--- src/rtl/kseq_pkg.sv ---
// Package for the key sequence detector: sizes, reset values, register codes
// and the case folding helper. No dependencies.
package kseq_pkg;

    localparam int KSEQ_MAX_SEQ_CHARS = 16;
    localparam int KSEQ_MAX_DIGITS    = 2;

    localparam int CFG_IDX_W  = 3;
    localparam int CFG_DATA_W = 64;

    localparam int KEY_W    = 8;
    localparam int TIME_W   = 32;
    localparam int POS_W    = 5;
    localparam int DCNT_W   = 2;
    localparam int IN_W     = 40;
    localparam int OUT_W    = 32;

    localparam logic [POS_W-1:0]  RST_SEQ_LENGTH = 5'd1;
    localparam logic [TIME_W-1:0] RST_GAP_LIMIT  = 32'd70;

    localparam logic [KEY_W-1:0] CHAR_ZERO = 8'h30;
    localparam logic [KEY_W-1:0] CHAR_NINE = 8'h39;

    typedef enum logic [CFG_IDX_W-1:0] {
        CFG_SEQ_LOW     = 3'd0,
        CFG_SEQ_HIGH    = 3'd1,
        CFG_SEQ_LENGTH  = 3'd2,
        CFG_DIGIT_COUNT = 3'd3,
        CFG_GAP_LIMIT   = 3'd4,
        CFG_ECHO_OFF    = 3'd5
    } t_cfg_reg;

    function automatic logic [KEY_W-1:0] fold_case(input logic [KEY_W-1:0] c);
        logic [KEY_W-1:0] r;
        r = c;
        if (c >= 8'h61 && c <= 8'h7A) begin
            r = c - 8'd32;
        end
        return r;
    endfunction

endpackage

--- src/rtl/key_sequence_detector_top.sv ---
// Key sequence detector top level: input register, one-pass match logic and
// an output register. Depends on kseq_pkg.
//
// The block takes one keystroke item per cycle while the output side is not
// stalled and returns exactly one result item for it, via the input and output
// registers. The key is held in the input register, then compared, case-folded,
// against the sequence character at the current match position while the gap
// since the previous key is checked with one 32-bit subtract and compare; the
// new match state and the result are registered in the same cycle, which sets
// the one-item-per-cycle rate. Configuration is written through a plain write
// port; the user must do so only while the block is idle (not enforced here).
module key_sequence_detector_top
    import kseq_pkg::*;
#(
    parameter int MAX_SEQ_CHARS = KSEQ_MAX_SEQ_CHARS,
    parameter int MAX_DIGITS    = KSEQ_MAX_DIGITS
) (
    input  logic                  i_clk,
    input  logic                  i_rst_n,
    input  logic                  i_cfg_we,
    input  logic [CFG_IDX_W-1:0]  i_cfg_index,
    input  logic [CFG_DATA_W-1:0] i_cfg_data,
    input  logic                  i_s_tvalid,
    output logic                  o_s_tready,
    input  logic [IN_W-1:0]       i_s_tdata,   // key_code[7:0], now_ticks[39:8]
    output logic                  o_m_tvalid,
    input  logic                  i_m_tready,
    output logic [OUT_W-1:0]      o_m_tdata    // matched[0], digit_first[8:1],
                                               // digit_second[16:9], echo_valid[17],
                                               // echo_key[25:18], zero[31:26]
);

    localparam logic [POS_W-1:0]  LEN_MAX  = POS_W'(MAX_SEQ_CHARS);
    localparam logic [DCNT_W-1:0] NEED_MAX = (MAX_DIGITS > 3) ? 2'd3 : DCNT_W'(MAX_DIGITS);
    localparam int                D1_IDX   = (MAX_DIGITS > 1) ? 1 : 0;

    logic [CFG_DATA_W-1:0] r_seq_low;
    logic [CFG_DATA_W-1:0] r_seq_high;
    logic [POS_W-1:0]      r_seq_length;
    logic [DCNT_W-1:0]     r_digit_count;
    logic [TIME_W-1:0]     r_gap_limit;
    logic                  r_echo_off;

    logic                  r_s1_valid;
    logic [KEY_W-1:0]      r_s1_key;
    logic [TIME_W-1:0]     r_s1_now;

    logic [POS_W-1:0]      r_match_pos;
    logic [DCNT_W-1:0]     r_digits_taken;
    logic [TIME_W-1:0]     r_last_time;
    logic [KEY_W-1:0]      r_store [MAX_DIGITS];

    logic                  r_out_valid;
    logic                  r_matched;
    logic [KEY_W-1:0]      r_digit_first;
    logic [KEY_W-1:0]      r_digit_second;
    logic                  r_echo_valid;
    logic [KEY_W-1:0]      r_echo_key;

    logic [POS_W-1:0]      n_match_pos;
    logic [DCNT_W-1:0]     n_digits_taken;
    logic [TIME_W-1:0]     n_last_time;
    logic [KEY_W-1:0]      n_store [MAX_DIGITS];
    logic                  n_matched;
    logic [KEY_W-1:0]      n_digit_first;
    logic [KEY_W-1:0]      n_digit_second;
    logic                  n_echo_valid;

    logic                  w_adv_out;
    logic                  w_fire;
    logic                  w_accept;
    logic [POS_W-1:0]      w_len;
    logic [DCNT_W-1:0]     w_need;
    logic                  w_gap_clear;
    logic [POS_W-1:0]      w_pos0;
    logic [DCNT_W-1:0]     w_dt0;
    logic [2*CFG_DATA_W-1:0] w_seq;
    logic [KEY_W-1:0]      w_key_f;
    logic [KEY_W-1:0]      w_seq_cur;
    logic [KEY_W-1:0]      w_seq_first;
    logic                  w_abort;

    assign w_adv_out  = !r_out_valid || i_m_tready;
    assign w_fire     = r_s1_valid && w_adv_out;
    assign o_s_tready = !r_s1_valid || w_adv_out;
    assign w_accept   = i_s_tvalid && o_s_tready;

    always_ff @(posedge i_clk) begin
        if (!i_rst_n) begin
            r_seq_low     <= '0;
            r_seq_high    <= '0;
            r_seq_length  <= RST_SEQ_LENGTH;
            r_digit_count <= '0;
            r_gap_limit   <= RST_GAP_LIMIT;
            r_echo_off    <= 1'b0;
        end else if (i_cfg_we) begin
            unique case (i_cfg_index)
                CFG_SEQ_LOW:     r_seq_low     <= i_cfg_data;
                CFG_SEQ_HIGH:    r_seq_high    <= i_cfg_data;
                CFG_SEQ_LENGTH:  r_seq_length  <= i_cfg_data[POS_W-1:0];
                CFG_DIGIT_COUNT: r_digit_count <= i_cfg_data[DCNT_W-1:0];
                CFG_GAP_LIMIT:   r_gap_limit   <= i_cfg_data[TIME_W-1:0];
                CFG_ECHO_OFF:    r_echo_off    <= i_cfg_data[0];
                default: begin
                end
            endcase
        end
    end

    always_ff @(posedge i_clk) begin
        if (!i_rst_n) begin
            r_s1_valid <= 1'b0;
        end else if (o_s_tready) begin
            r_s1_valid <= i_s_tvalid;
        end
    end

    always_ff @(posedge i_clk) begin
        if (w_accept) begin
            r_s1_key <= i_s_tdata[KEY_W-1:0];
            r_s1_now <= i_s_tdata[KEY_W +: TIME_W];
        end
    end

    always_comb begin
        w_len = r_seq_length;
        if (r_seq_length == '0) begin
            w_len = POS_W'(1);
        end else if (r_seq_length > LEN_MAX) begin
            w_len = LEN_MAX;
        end
        w_need = (r_digit_count > NEED_MAX) ? NEED_MAX : r_digit_count;
    end

    assign w_gap_clear = (r_last_time != '0) && ((r_s1_now - r_last_time) > r_gap_limit);
    assign w_pos0      = w_gap_clear ? '0 : r_match_pos;
    assign w_dt0       = w_gap_clear ? '0 : r_digits_taken;
    assign w_seq       = {r_seq_high, r_seq_low};
    assign w_key_f     = fold_case(r_s1_key);
    assign w_seq_cur   = fold_case(w_seq[w_pos0[3:0]*KEY_W +: KEY_W]);
    assign w_seq_first = fold_case(w_seq[KEY_W-1:0]);

    always_comb begin
        n_match_pos    = w_pos0;
        n_digits_taken = w_dt0;
        n_last_time    = r_s1_now;
        n_store        = r_store;
        n_matched      = 1'b0;
        n_echo_valid   = 1'b0;
        n_digit_first  = '0;
        n_digit_second = '0;
        w_abort        = 1'b0;
        if (w_pos0 < w_len) begin
            if (w_key_f == w_seq_cur) begin
                n_match_pos = w_pos0 + POS_W'(1);
            end else begin
                n_match_pos = (w_key_f == w_seq_first) ? POS_W'(1) : '0;
            end
            n_digits_taken = '0;
            n_echo_valid   = (n_match_pos > POS_W'(1)) && !r_echo_off;
        end else if (w_dt0 < w_need) begin
            if (r_s1_key < CHAR_ZERO || r_s1_key > CHAR_NINE) begin
                n_match_pos    = '0;
                n_digits_taken = '0;
                n_last_time    = '0;
                w_abort        = 1'b1;
            end else begin
                for (int i = 0; i < MAX_DIGITS; i++) begin
                    if (int'(w_dt0) == i) begin
                        n_store[i] = r_s1_key;
                    end
                end
                n_digits_taken = w_dt0 + DCNT_W'(1);
            end
        end
        if (!w_abort && n_match_pos >= w_len && n_digits_taken >= w_need) begin
            n_matched      = 1'b1;
            n_match_pos    = '0;
            n_digits_taken = '0;
            n_last_time    = '0;
            if (w_need > DCNT_W'(0)) begin
                n_digit_first = n_store[0];
            end
            if (w_need > DCNT_W'(1) && MAX_DIGITS > 1) begin
                n_digit_second = n_store[D1_IDX];
            end
        end
    end

    always_ff @(posedge i_clk) begin
        if (!i_rst_n) begin
            r_match_pos    <= '0;
            r_digits_taken <= '0;
            r_last_time    <= '0;
            for (int i = 0; i < MAX_DIGITS; i++) begin
                r_store[i] <= '0;
            end
        end else if (w_fire) begin
            r_match_pos    <= n_match_pos;
            r_digits_taken <= n_digits_taken;
            r_last_time    <= n_last_time;
            r_store        <= n_store;
        end
    end

    always_ff @(posedge i_clk) begin
        if (!i_rst_n) begin
            r_out_valid <= 1'b0;
        end else if (w_adv_out) begin
            r_out_valid <= r_s1_valid;
        end
    end

    always_ff @(posedge i_clk) begin
        if (w_fire) begin
            r_matched      <= n_matched;
            r_digit_first  <= n_digit_first;
            r_digit_second <= n_digit_second;
            r_echo_valid   <= n_echo_valid;
            r_echo_key     <= n_echo_valid ? r_s1_key : '0;
        end
    end

    assign o_m_tvalid = r_out_valid;
    assign o_m_tdata  = {6'd0, r_echo_key, r_echo_valid, r_digit_second, r_digit_first,
                         r_matched};

    a_pos_bound: assert property (@(posedge i_clk) disable iff (!i_rst_n)
        r_match_pos <= LEN_MAX)
        else $error("Match position beyond the longest sequence.");

    a_clear_on_match: assert property (@(posedge i_clk) disable iff (!i_rst_n)
        (w_fire && n_matched) |=> (r_match_pos == '0 && r_digits_taken == '0 &&
                                   r_last_time == '0))
        else $error("Progress not cleared after a full match.");

    a_echo_zero: assert property (@(posedge i_clk) disable iff (!i_rst_n)
        (r_out_valid && !r_echo_valid) |-> (r_echo_key == '0))
        else $error("Echo key nonzero without echo.");

    a_digits_zero: assert property (@(posedge i_clk) disable iff (!i_rst_n)
        (r_out_valid && !r_matched) |-> (r_digit_first == '0 && r_digit_second == '0))
        else $error("Digits given without a match.");

endmodule

--- config.mk ---
export PLATFORM = sky130hd
export DESIGN_NAME = key_sequence_detector_top
export DESIGN_NICKNAME = d
export VERILOG_FILES = /design/src/rtl/kseq_pkg.sv /design/src/rtl/key_sequence_detector_top.sv
export SDC_FILE = /design/constraint.sdc
export NUM_CORES = 1
export LEC_CHECK = 0
export BUFFER_PORTS_ARGS = -buffer_cell sky130_fd_sc_hd__buf_2
export CORE_AREA = 2 2 160 162
export DETAILED_ROUTE_END_ITERATION = 10
export DIE_AREA = 0 0 162 164
export PLACE_DENSITY = 0.87
export SYNTH_ARGS = -nofsm -noshare
export SYNTH_HDL_FRONTEND = slang
export SYNTH_SLANG_ARGS = --single-unit
--- constraint.sdc ---
create_clock -name i_clk -period 25.2 [get_ports i_clk]
set_input_delay 1.26 -clock i_clk [delete_from_list [all_inputs] [get_ports i_clk]]
set_output_delay 1.26 -clock i_clk [all_outputs]
set_load 0.03 [all_outputs]
==> results of run 1 <==
-- metrics by stage --
step	util [%]	hold slack, ns	cells
2_1_floorplan	-	0.432	1725
3_3_place_gp	62.5	0.437	2106
3_5_place_dp	62.5	0.443	2106
4_1_cts	66.9	0.452	2162
5_1_grt	66.9	0.471	2165
6_report	67.0	0.450	2167
-- per-layer routing --
layer / global-route usage (%) / vias up
li1: - / 6126
met1: 38.7 / 6176
met2: 48.2 / 543
met3: 3.76 / 116
met4: 12.6 / 0
met5: 0 / -
-- worst min-delay path by stage --
stage / startpoint / end / slack (ns) / depth (start not counted)
after detailed placement: r_seq_high[46] / r_seq_high[46] / 0.44 / 2
after floorplan: r_seq_low[24] / r_seq_low[24] / 0.43 / 2
final: r_seq_high[22] / r_seq_high[22] / 0.45 / 2
after global placement: r_seq_low[24] / r_seq_low[24] / 0.44 / 2
after global routing: r_store[11] / r_store[11] / 0.47 / 2
after CTS: r_seq_high[46] / r_seq_high[46] / 0.45 / 2
-- logic make-up (layout without fill, tap and decap cells) --
family / count (synthesis) / count (layout)
other: 1 / 11
adders and majority gates: 82 / 82
and+or+nand+nor: 650 / 650
muxes: 52 / 52
buffers and inverters: 200 / 307
DFF: 291 / 291
AOI/OAI and AO/OA: 397 / 397
xor gates and xnor gates: 47 / 47
-- cell usage after synthesis, drive strengths merged, types with 15 or more instances --
cell type | number | area share [%]
nand3 | 31 | 1.1
xor2 | 15 | 0.89
nand2 | 389 | 9.9
xnor2 | 32 | 1.9
dfxtp | 225 | 31
nor3 | 24 | 0.82
mux2i | 33 | 2.3
buf | 23 | 0.87
o21ai | 34 | 1.2
mux4 | 15 | 2.3
and3 | 16 | 0.68
ha | 81 | 6.9
nand4 | 18 | 0.77
a21oi | 240 | 8.2
inv | 99 | 2.5
clkbuf | 76 | 1.9
edfxtp | 66 | 13
nor2 | 95 | 2.4
a22oi | 33 | 1.7
-- flip-flops by register name (all words and copies together), names as in the netlist, 2 cells and up --
| name | flops |
|---|---|
| r_digit_first | 8 |
| r_store | 16 |
| r_s1_now | 32 |
| r_digit_second | 8 |
| r_last_time | 32 |
| r_match_pos | 5 |
| r_seq_low | 64 |
| r_seq_length | 5 |
| r_seq_high | 64 |
| r_gap_limit | 32 |
| r_s1_key | 8 |
| r_echo_key | 8 |
| r_digits_taken | 2 |
| r_digit_count | 2 |
-- power groups by stage --
stage               logic (W)  registers, W  clock network [W]
floorplan           0.0000984      0.000509                  0
global placement     0.000135      0.000511                  0
detailed placement   0.000141      0.000511                  0
CTS                  0.000143      0.000501           0.000482
global route         0.000159      0.000502           0.000501
finish               0.000145      0.000501           0.000477
-- critical path: cells and delay by family, from the launching register on --
kind	cells	cell delay [ns]
AOI/OAI and AO/OA	26	6.04
and+or+nand+nor	8	1.27
adders and majority gates	4	1.11
DFF	1	0.40
muxes	1	0.35
buffers and inverters	3	0.31
xor gates and xnor gates	1	0.15
-- layout make-up --
class	instances	share of cell area, %
Clock buffer	40	5.35
Clock inverter	16	1.18
Sequential cell	291	39.0
Tap cell	330	2.48
Multi-Input combinational cell	1234	44.9
Inverter	101	2.33
Antenna cell	5	0.0753
Timing Repair Buffer	150	4.68
==> reports/metrics.cfg, run 1 <==
[floorplan]
dieHeight_um=164
die_w_um=162
num_rows=58
ios=146
initial_core_util_pct=59.3
core-area_um2=24800
die_area_um2=26600

[sta]
period_share_pct=39.4
fin_crit_ns=9.94
rsz0062_at_grt=false
slew-limit-headroom_pct=23.8
hold_viol=0
fin_skew_ns=0.0288
tns_ns=0
setup_slack_ns=15.26
finalSetupViolations=0
max_freq_ghz=0.101
slew_viol_final=0
tightest_slew_ns=1.14

[job]
maxCapViolCount=0

[worst_setup_path]
cp-end-kind=register
critPathArrivalTime_ns=10.21
worstReg2RegStart=r_s1_now[0]
r2r_end=r_digit_first[5]
crit_path_max_incr_delay_ns=0.86
required_ns=25.47
startpoint_type=register
startpoint=r_s1_now[0]
worstPathMaxFanout=17
reg2reg_slack_ns=15.26
cp-endpoint=r_digit_first[5]
cpMaxStageDelayCell=a22oi_2
reg2reg_depth=43
path_class=reg2reg
cp_common_cell=a21oi_1

[clock_network]
cts_sinks=291
tritoncts=done
htree_levels=1
cts_buffers=30
cts_hold_buf=0
cts_setup_buffers=0
cts_max_path_buffers=3
path_clk_slew_ns=0.06
cts_resized=0
clkLatencyLatePin_ns=0.57
cts_root_buf=clkbuf_16

[drt]
wl_mm=39.6
ant_nets=0
vias=13000
met1_length_mm=16.5
drc=0
wl_met2_mm=18.3
dr.pass1.iters=5
top_layer=met4
avgViaCountPerCell=5.98
wl_per_cell_um=18.3
drt_iter0_markers=1208
wl_met3_mm=2.95

[grt]
grt_pass1_wl_mm=62.2
grt_pass1_vias=12100
overflow=0
grt_max_degree=114
antenna_found_initial=4
gr-usage-all-layers_pct=29.2

[synth]
netlist_instances=1720
synthAdderAreaFrac_pct=7.03
yosys_warnings=0
synth-compound-area-share_pct=16.4
syn_area_um2=14700
avgSynthCellArea_um2=8.55
ys.flop_type=dfxtp_1
synth-edff-count=66
synth_xor_area_share_pct=2.80
synth_mux_area_share_pct=4.90
async_flop_share_pct=0
synth_top_family_by_area=simple AND/OR/NAND/NOR gates
synth-seq-cells=291
synth-simple-area-share_pct=19.4
synthDistinctLibCells=80
yosysSeqAreaShare_pct=44.1

[layout]
final_layout_size_suffix_gt1_share_pct=14.2
final_common_cell=nand2_1
register_area_um2=6490
nets=2002
final_cell_mix=387 x nand2_1, 240 x a21oi_1, 224 x dfxtp_1
multi_input_area_um2=7460
syn2layout_area_growth_pct=13.0
fin_area_um2=16600
fillers=1968

[placed_design]
dp_hpwl_mm=27.7
portBuffers=139
dpl_worst_slack_ns=15.48
post_dp_cell_area_um2=15500
gp_congestion=0.908

[pwr]
p_sw_w=0.000290
pwr-share-comb_pct=12.9
leakage_nw=6.22
finalPower_w=0.00112
vdd_ir_drop_max_mv=0.0605
power_frac_seq_pct=44.6
power_density_nw_per_um2=67.6
netSwitchingFraction_pct=25.8
clock_power_share_pct=42.5
internal_power_w=0.000833

[hold_path]
hold_class=reg2reg

[status]
status=completed

Power figures use the tool's default switching activity.
==> inputs of run 2 (changes only) <==
Clock period 25.2 ns to 9.95 ns, I/O delays scaled along.
==> run 2 against run 1 <==
Net effect: clock power is 140% higher; global-route usage rose by 0.18 points; critical path depth grew 1; highest routed layer unchanged; first-iteration DRC count increased by 23%; worst hold slack worse by 0.37 ns; combinational power rose to 2.7 times the previous value; worst setup slack got worse by 15 ns; via count is 1.5% higher; final cell count grew 0.55%.
==> reports/metrics.cfg, run 2 (synthesis results as in run 1) <==
[grt]
antenna_found_initial=0  ; was 4
gr-usage-all-layers_pct=29.3  ; was 29.2%
grt_max_degree=111  ; was 114
overflow=0  ; unchanged
grt_pass1_vias=12400  ; was 12,100
grt_pass1_wl_mm=62.7  ; was 62.2 mm

[floorplan]
initial_core_util_pct=59.3  ; unchanged
core-area_um2=24800  ; unchanged
die_w_um=162  ; unchanged
dieHeight_um=164  ; unchanged
die_area_um2=26600  ; unchanged
ios=146  ; unchanged
num_rows=58  ; unchanged

[pwr]
vdd_ir_drop_max_mv=0.134  ; was 0.0605 mV
clock_power_share_pct=40.9  ; was 42.5%
netSwitchingFraction_pct=26.3  ; was 25.8%
pwr-share-comb_pct=13.9  ; was 12.9%
p_sw_w=0.000739  ; was 0.000290 W
internal_power_w=0.00207  ; was 0.000833 W
power_density_nw_per_um2=167  ; was 67.6 nW/µm²
leakage_nw=6.29  ; was 6.22 nW
power_frac_seq_pct=45.3  ; was 44.6%

[clock_network]
cts_buffers=30  ; unchanged
cts_sinks=291  ; unchanged
path_clk_slew_ns=0.06  ; about the same
cts_root_buf=clkbuf_16  ; unchanged
cts_max_path_buffers=3  ; unchanged
clkLatencyLatePin_ns=0.59  ; was 0.57 ns
tritoncts=done  ; unchanged
htree_levels=1  ; unchanged

[layout]
fillers=1909  ; was 1,968
final_cell_mix=386 x nand2_1, 239 x a21oi_1, 224 x dfxtp_1  ; was 387 x nand2_1, 240 x a21oi_1, 224 x dfxtp_1
final_layout_size_suffix_gt1_share_pct=15.3  ; was 14.2%
syn2layout_area_growth_pct=14.3  ; was 13.0%
nets=2019  ; was 2,002
final_common_cell=nand2_1  ; unchanged
stdcell_count=2179  ; was 2,167
fin_area_um2=16800  ; was 16,600 µm²
antenna_cells=0  ; was 5
top_regs=r_seq_high: 64 flops, r_seq_low: 64 flops  ; unchanged

[drt]
drc=0  ; unchanged
drt_iter0_markers=1487  ; was 1,208
wl_per_cell_um=18.4  ; was 18.3 µm
ant_nets=0  ; unchanged
dr.pass1.iters=6  ; was 5
vias=13200  ; was 13,000
wl_mm=40.1  ; was 39.6 mm
avgViaCountPerCell=6.04  ; was 5.98

[worst_setup_path]
required_ns=10.23  ; was 25.47 ns
r2r_end=r_digit_second[5]  ; was r_digit_first[5]
cpMaxStageDelayCell=or4_4  ; was a22oi_2
path_class=reg2reg  ; unchanged
crit_path_max_incr_delay_ns=0.48  ; was 0.86 ns
worstPathMaxFanout=11  ; was 17
critPathArrivalTime_ns=9.65  ; was 10.21 ns
startpoint=r_s1_now[0]  ; unchanged
reg2reg_depth=44  ; was 43
cp_common_cell=a21oi_1  ; unchanged
cp-end-kind=register  ; unchanged
worstReg2RegStart=r_s1_now[0]  ; unchanged
reg2reg_slack_ns=0.58  ; was 15.26 ns
startpoint_type=register  ; unchanged

[sta]
slew_viol_final=0  ; unchanged
hold_ws_ns=0.0841  ; was 0.450 ns
finalSetupViolations=0  ; unchanged
fin_skew_ns=0.0447  ; was 0.0288 ns
max_freq_ghz=0.107  ; was 0.101 GHz
fin_crit_ns=9.37  ; was 9.94 ns
period_share_pct=94.1  ; was 39.4%
rsz0062_at_grt=true  ; was false
slew-limit-headroom_pct=13.1  ; was 23.8%
tightest_slew_ns=1.30  ; was 1.14 ns
hold_viol=0  ; unchanged

[placed_design]
post_dp_cell_area_um2=15500  ; about the same
dp_hpwl_mm=27.5  ; was 27.7 mm
dp_cells=2108  ; was 2,106
portBuffers=139  ; unchanged
gp_congestion=0.937  ; was 0.908

[hold_path]
hold_class=in2reg  ; was reg2reg
hp-start=i_s_tdata[28]  ; was r_seq_high[22]
hold_end=r_s1_now[20]  ; was r_seq_high[22]
holdPathStages=1  ; was 2

[job]
maxCapViolCount=0  ; unchanged

[status]
status=completed  ; unchanged

-- run 2: changes by cell type in the layout (fill, tap and decap cells not counted), moves of 3 or more --
cell,previous run,this run
diode_2,5,0
clkbuf_1,1,10
buf_4,11,26
clkinv_2,7,3
inv_6,4,1
-- run 2: cell type report --
type                    count  area (µm²)  area share [%]
clock buffers              47         896            5.33
clock inverters             9         134           0.797
inverters                 101         387            2.30
multi-input cells        1234        7550            45.0
flip-flops and latches    291        6490            38.6
well taps                 330         413            2.46
repair buffers            167         931            5.54
-- run 2: power groups by stage --
stage               clock network, W  logic [W]  registers [W]
CTS                          0.00116   0.000367        0.00127
floorplan                          0   0.000249        0.00129
detailed placement                 0   0.000362        0.00129
finish                       0.00115   0.000389        0.00127
global route                 0.00120   0.000424        0.00127
global placement                   0   0.000347        0.00129
-- run 2: worst max-delay path: cells and delay by family, from the launching register on --
| family | cells | cell delay (ns) |
|---|---|---|
| AO/OA/AOI/OAI | 20 | 3.91 |
| adder cells (fa/ha/maj) | 5 | 1.46 |
| XOR/XNOR | 1 | 0.11 |
| buffers and inverters | 5 | 0.50 |
| AND/OR/NAND/NOR | 11 | 2.01 |
| flip-flops | 1 | 0.39 |
| multiplexers | 2 | 0.66 |
-- run 2: worst max-delay path by stage --
| stage | to | slack (ns) | depth (start not counted) |
|---|---|---|---|
| after floorplan | r_last_time[10] | 1.39 | 46 |
| after global placement | r_match_pos[0] | 0.59 | 43 |
| after detailed placement | r_digit_first[3] | 0.17 | 44 |
| after CTS | r_digit_first[3] | 0.05 | 44 |
| after global routing | r_last_time[25] | -0.06 | 44 |
| final | r_digit_second[5] | 0.58 | 44 |
-- run 2: routing by layer --
metal	global-route usage [%]	wire (µm)
met1	37.9	16100
met4	12.8	1780
met5	0	0
met2	49.7	18900
met3	3.81	3420
-- run 2: repair_timing --
action	4_1_cts	5_1_grt
hold buffers	0	0
buffers inserted	0	15
setup endpoints to repair	0	56
resized for setup	0	25
-- run 2: per-stage QoR --
| step | worst slack [ns] | power [W] | TNS [ns] | utilization [%] |
|---|---|---|---|---|
| after floorplan | 1.39 | 0.00154 | 0 | - |
| after global placement | 0.594 | 0.00164 | 0 | 62.6 |
| after detailed placement | 0.168 | 0.00166 | 0 | 62.6 |
| after CTS | 0.0493 | 0.00279 | 0 | 66.8 |
| after global routing | -0.0601 | 0.00290 | -0.652 | 67.7 |
| final | 0.584 | 0.00281 | 0 | 67.7 |
==> inputs of run 3 (changes only) <==
Settings changed: ABC_AREA set to 1, CORE_AREA 2 2 160 162 to 2 2 161 163, DIE_AREA 0 0 162 164 to 0 0 163 165, PLACE_DENSITY 0.87 to 0.8.
==> run 3 against run 2 <==
Net effect: cell area down 0.74%; worst setup slack improved by 0.31 ns; flip-flop and latch count unchanged; critical path depth is 14 higher; fmax grew 3.5%; clock-buffer cell count shrank 2; synthesized area rose by 1.5%; total power up 5.2%; sequential share of layout area increased by 0.29 points; worst hold slack better by 0.028 ns; via count increased by 1.3%; largest power group unchanged.
==> reports/metrics.cfg, run 3 <==
[synth]
synth-simple-area-share_pct=23.3  ; was 19.4%
synth_top_area_cell=dfxtp_1  ; unchanged
synth_commonest_cells=264 x nor2_1, 260 x nand2_1, 225 x dfxtp_1  ; was 389 x nand2_1, 240 x a21oi_1, 225 x dfxtp_1
synth_xor_area_share_pct=2.52  ; was 2.80%
avgSynthCellArea_um2=7.76  ; was 8.55 µm²
synth.most_common_cell=nor2_1  ; was nand2_1
synth.top_cell.area_share_pct=30.2  ; was 30.6%
yosys-top-cells-area=dfxtp_1 30%, edfxtp_1 13%, ha_1 6.8%  ; was dfxtp_1 31%, edfxtp_1 13%, nand2_1 9.9%
synth-compound-area-share_pct=15.5  ; was 16.4%
yosysSeqAreaShare_pct=43.5  ; was 44.1%
yosys_warnings=0  ; unchanged
synth-edff-count=66  ; unchanged
netlist_instances=1922  ; was 1,720
syn_area_um2=14900  ; was 14,700 µm²
synthDistinctLibCells=52  ; was 80
synth_mux_area_share_pct=0  ; was 4.90%
ys.flop_type=dfxtp_1  ; unchanged
synth-seq-cells=291  ; unchanged
synth_top_family_by_area=simple AND/OR/NAND/NOR gates  ; unchanged
synthAdderAreaFrac_pct=6.93  ; was 7.03%
async_flop_share_pct=0  ; unchanged

[worst_setup_path]
critPathArrivalTime_ns=9.51  ; was 9.65 ns
worstPathMaxFanout=40  ; was 11
cp-end-kind=register  ; unchanged
required_ns=10.41  ; was 10.23 ns
cp_common_cell=nand2_1  ; was a21oi_1
path_class=reg2reg  ; unchanged
crit_path_max_incr_delay_ns=0.40  ; was 0.48 ns
cpMaxStageDelayCell=fa_1  ; was or4_4
startpoint_type=register  ; unchanged

[layout]
nets=2200  ; was 2,019
antenna_cells=0  ; unchanged
top_regs=r_seq_high: 64 flops, r_seq_low: 64 flops  ; unchanged
syn2layout_area_growth_pct=11.8  ; was 14.3%
final_common_cell=nor2_1  ; was nand2_1
final_cell_mix=261 x nor2_1, 260 x nand2_1, 224 x dfxtp_1  ; was 386 x nand2_1, 239 x a21oi_1, 224 x dfxtp_1
final_layout_size_suffix_gt1_share_pct=13.0  ; was 15.3%

[status]
status=completed  ; unchanged

[pwr]
power_density_nw_per_um2=177  ; was 167 nW/µm²
vdd_ir_drop_max_mv=0.157  ; was 0.134 mV
leakage_nw=7.14  ; was 6.29 nW

[placed_design]
gp_congestion=0.934  ; was 0.937
dpl_worst_slack_ns=0.858  ; was 0.168 ns
dp_hpwl_mm=26.3  ; was 27.5 mm
portBuffers=139  ; unchanged

[clock_network]
cts_buffers=30  ; unchanged
cts_hold_buf=0  ; unchanged
clkLatencyLatePin_ns=0.56  ; was 0.59 ns
path_clk_slew_ns=0.06  ; about the same
cts_setup_buffers=0  ; unchanged
cts_max_path_buffers=3  ; unchanged
cts_sinks=291  ; unchanged
tritoncts=done  ; unchanged
cts_root_buf=clkbuf_16  ; unchanged
htree_levels=1  ; unchanged

[sta]
period_share_pct=91.0  ; was 94.1%
tns_ns=0  ; unchanged
hold_ws_ns=0.113  ; was 0.0841 ns
hold_viol=0  ; unchanged
slew-limit-headroom_pct=33.3  ; was 13.1%
tightest_slew_ns=1.00  ; was 1.30 ns
max_freq_ghz=0.110  ; was 0.107 GHz
finalSetupViolations=0  ; unchanged
fin_skew_ns=0.0119  ; was 0.0447 ns
setup_slack_ns=0.898  ; was 0.584 ns
slew_viol_final=0  ; unchanged
fin_crit_ns=9.05  ; was 9.37 ns

[grt]
grt_pass1_vias=12400  ; about the same
antenna_found_initial=0  ; unchanged
gr-usage-all-layers_pct=27.8  ; was 29.3%
grt_pass1_wl_mm=60.7  ; was 62.7 mm
grt_max_degree=122  ; was 111
overflow=0  ; unchanged

[drt]
vias=13300  ; was 13,200
ant_nets=0  ; unchanged
avgViaCountPerCell=5.65  ; was 6.04
dr.pass1.iters=5  ; was 6
wl_mm=38.0  ; was 40.1 mm
drt_iter0_markers=1236  ; was 1,487
wl_per_cell_um=16.1  ; was 18.4 µm
drc=0  ; unchanged

[hold_path]
hold_class=in2reg  ; unchanged

[floorplan]
core-area_um2=25000  ; was 24,800 µm²
initial_core_util_pct=59.6  ; was 59.3%
die_area_um2=26900  ; was 26,600 µm²
ios=146  ; unchanged
die_w_um=163  ; was 162 µm
dieHeight_um=165  ; was 164 µm
num_rows=58  ; unchanged

[job]
maxCapViolCount=0  ; unchanged

run 3: power by group:
part / switching (W) / total [W] / leakage [nW] / internal [W]
registers: 0.0000279 / 0.00129 / 2.47 / 0.00126
clock network: 0.000459 / 0.00113 / 0.500 / 0.000674
logic: 0.000343 / 0.000529 / 4.17 / 0.000186
total: 0.000830 / 0.00295 / 7.14 / 0.00212
run 3: cell families (layout without fill, tap and decap cells):
| family | count (synthesis) | count (layout) |
|---|---|---|
| AND/OR/NAND/NOR | 782 | 782 |
| AO/OA/AOI/OAI | 428 | 428 |
| buffers and inverters | 295 | 397 |
| flip-flops | 291 | 291 |
| adder cells (fa/ha/maj) | 82 | 82 |
| XOR/XNOR | 43 | 43 |
| other | 1 | 6 |
run 3: metal layers:
| layer | track usage, % | vias up | share of wire (%) |
|---|---|---|---|
| met2 | 47.0 | 507 | 47 |
| met3 | 4.24 | 87 | 7.3 |
| li1 | - | 6573 | - |
| met4 | 9.29 | 0 | 3.4 |
| met1 | 36.6 | 6160 | 43 |
| met5 | 0 | - | 0 |
run 3: per-stage QoR:
stage / power, W / area (µm²) / utilization [%] / cells
2_1_floorplan: 0.00170 / 14900 / - / 1927
3_3_place_gp: 0.00181 / 15700 / 62.5 / 2304
3_5_place_dp: 0.00183 / 15700 / 62.5 / 2304
4_1_cts: 0.00296 / 16700 / 66.6 / 2359
5_1_grt: 0.00308 / 16700 / 66.6 / 2359
6_report: 0.00295 / 16700 / 66.6 / 2359
run 3: cell type report:
cell class | count | area (µm²)
Multi-Input combinational cell | 1341 | 7240
Sequential cell | 291 | 6490
Inverter | 189 | 713
Tap cell | 330 | 413
Timing Repair Buffer | 153 | 816
Clock buffer | 45 | 900
Fill cell | 2131 | 8360
Clock inverter | 10 | 109
run 3: critical path, delay by kind of cell (launching register included):
kind | cells | cell delay, ns
buf+inv | 8 | 0.89
fa+ha+maj | 5 | 1.43
flops | 1 | 0.38
compound gates | 18 | 3.07
xor+xnor | 1 | 0.16
simple gates | 26 | 2.96
run 3: path summary, 6_finish.rpt:
kind	depth (start not counted)	start	endpoint	slack, ns
worst max-delay path	58	r_s1_now[0]	r_last_time[23]	0.90
worst min-delay path	1	i_s_tdata[26]	r_s1_now[18]	0.11
worst max register to register	58	r_s1_now[0]	r_last_time[23]	0.90
worst min register to register	2	r_seq_high[18]	r_seq_high[18]	0.45
run 3: repair_timing:
| item | 4_1_cts | 5_1_grt |
|---|---|---|
| endpoints found under the hold margin | 0 | 0 |
| setup endpoints to repair | 0 | 32 |
| gates resized for setup | 0 | 3 |
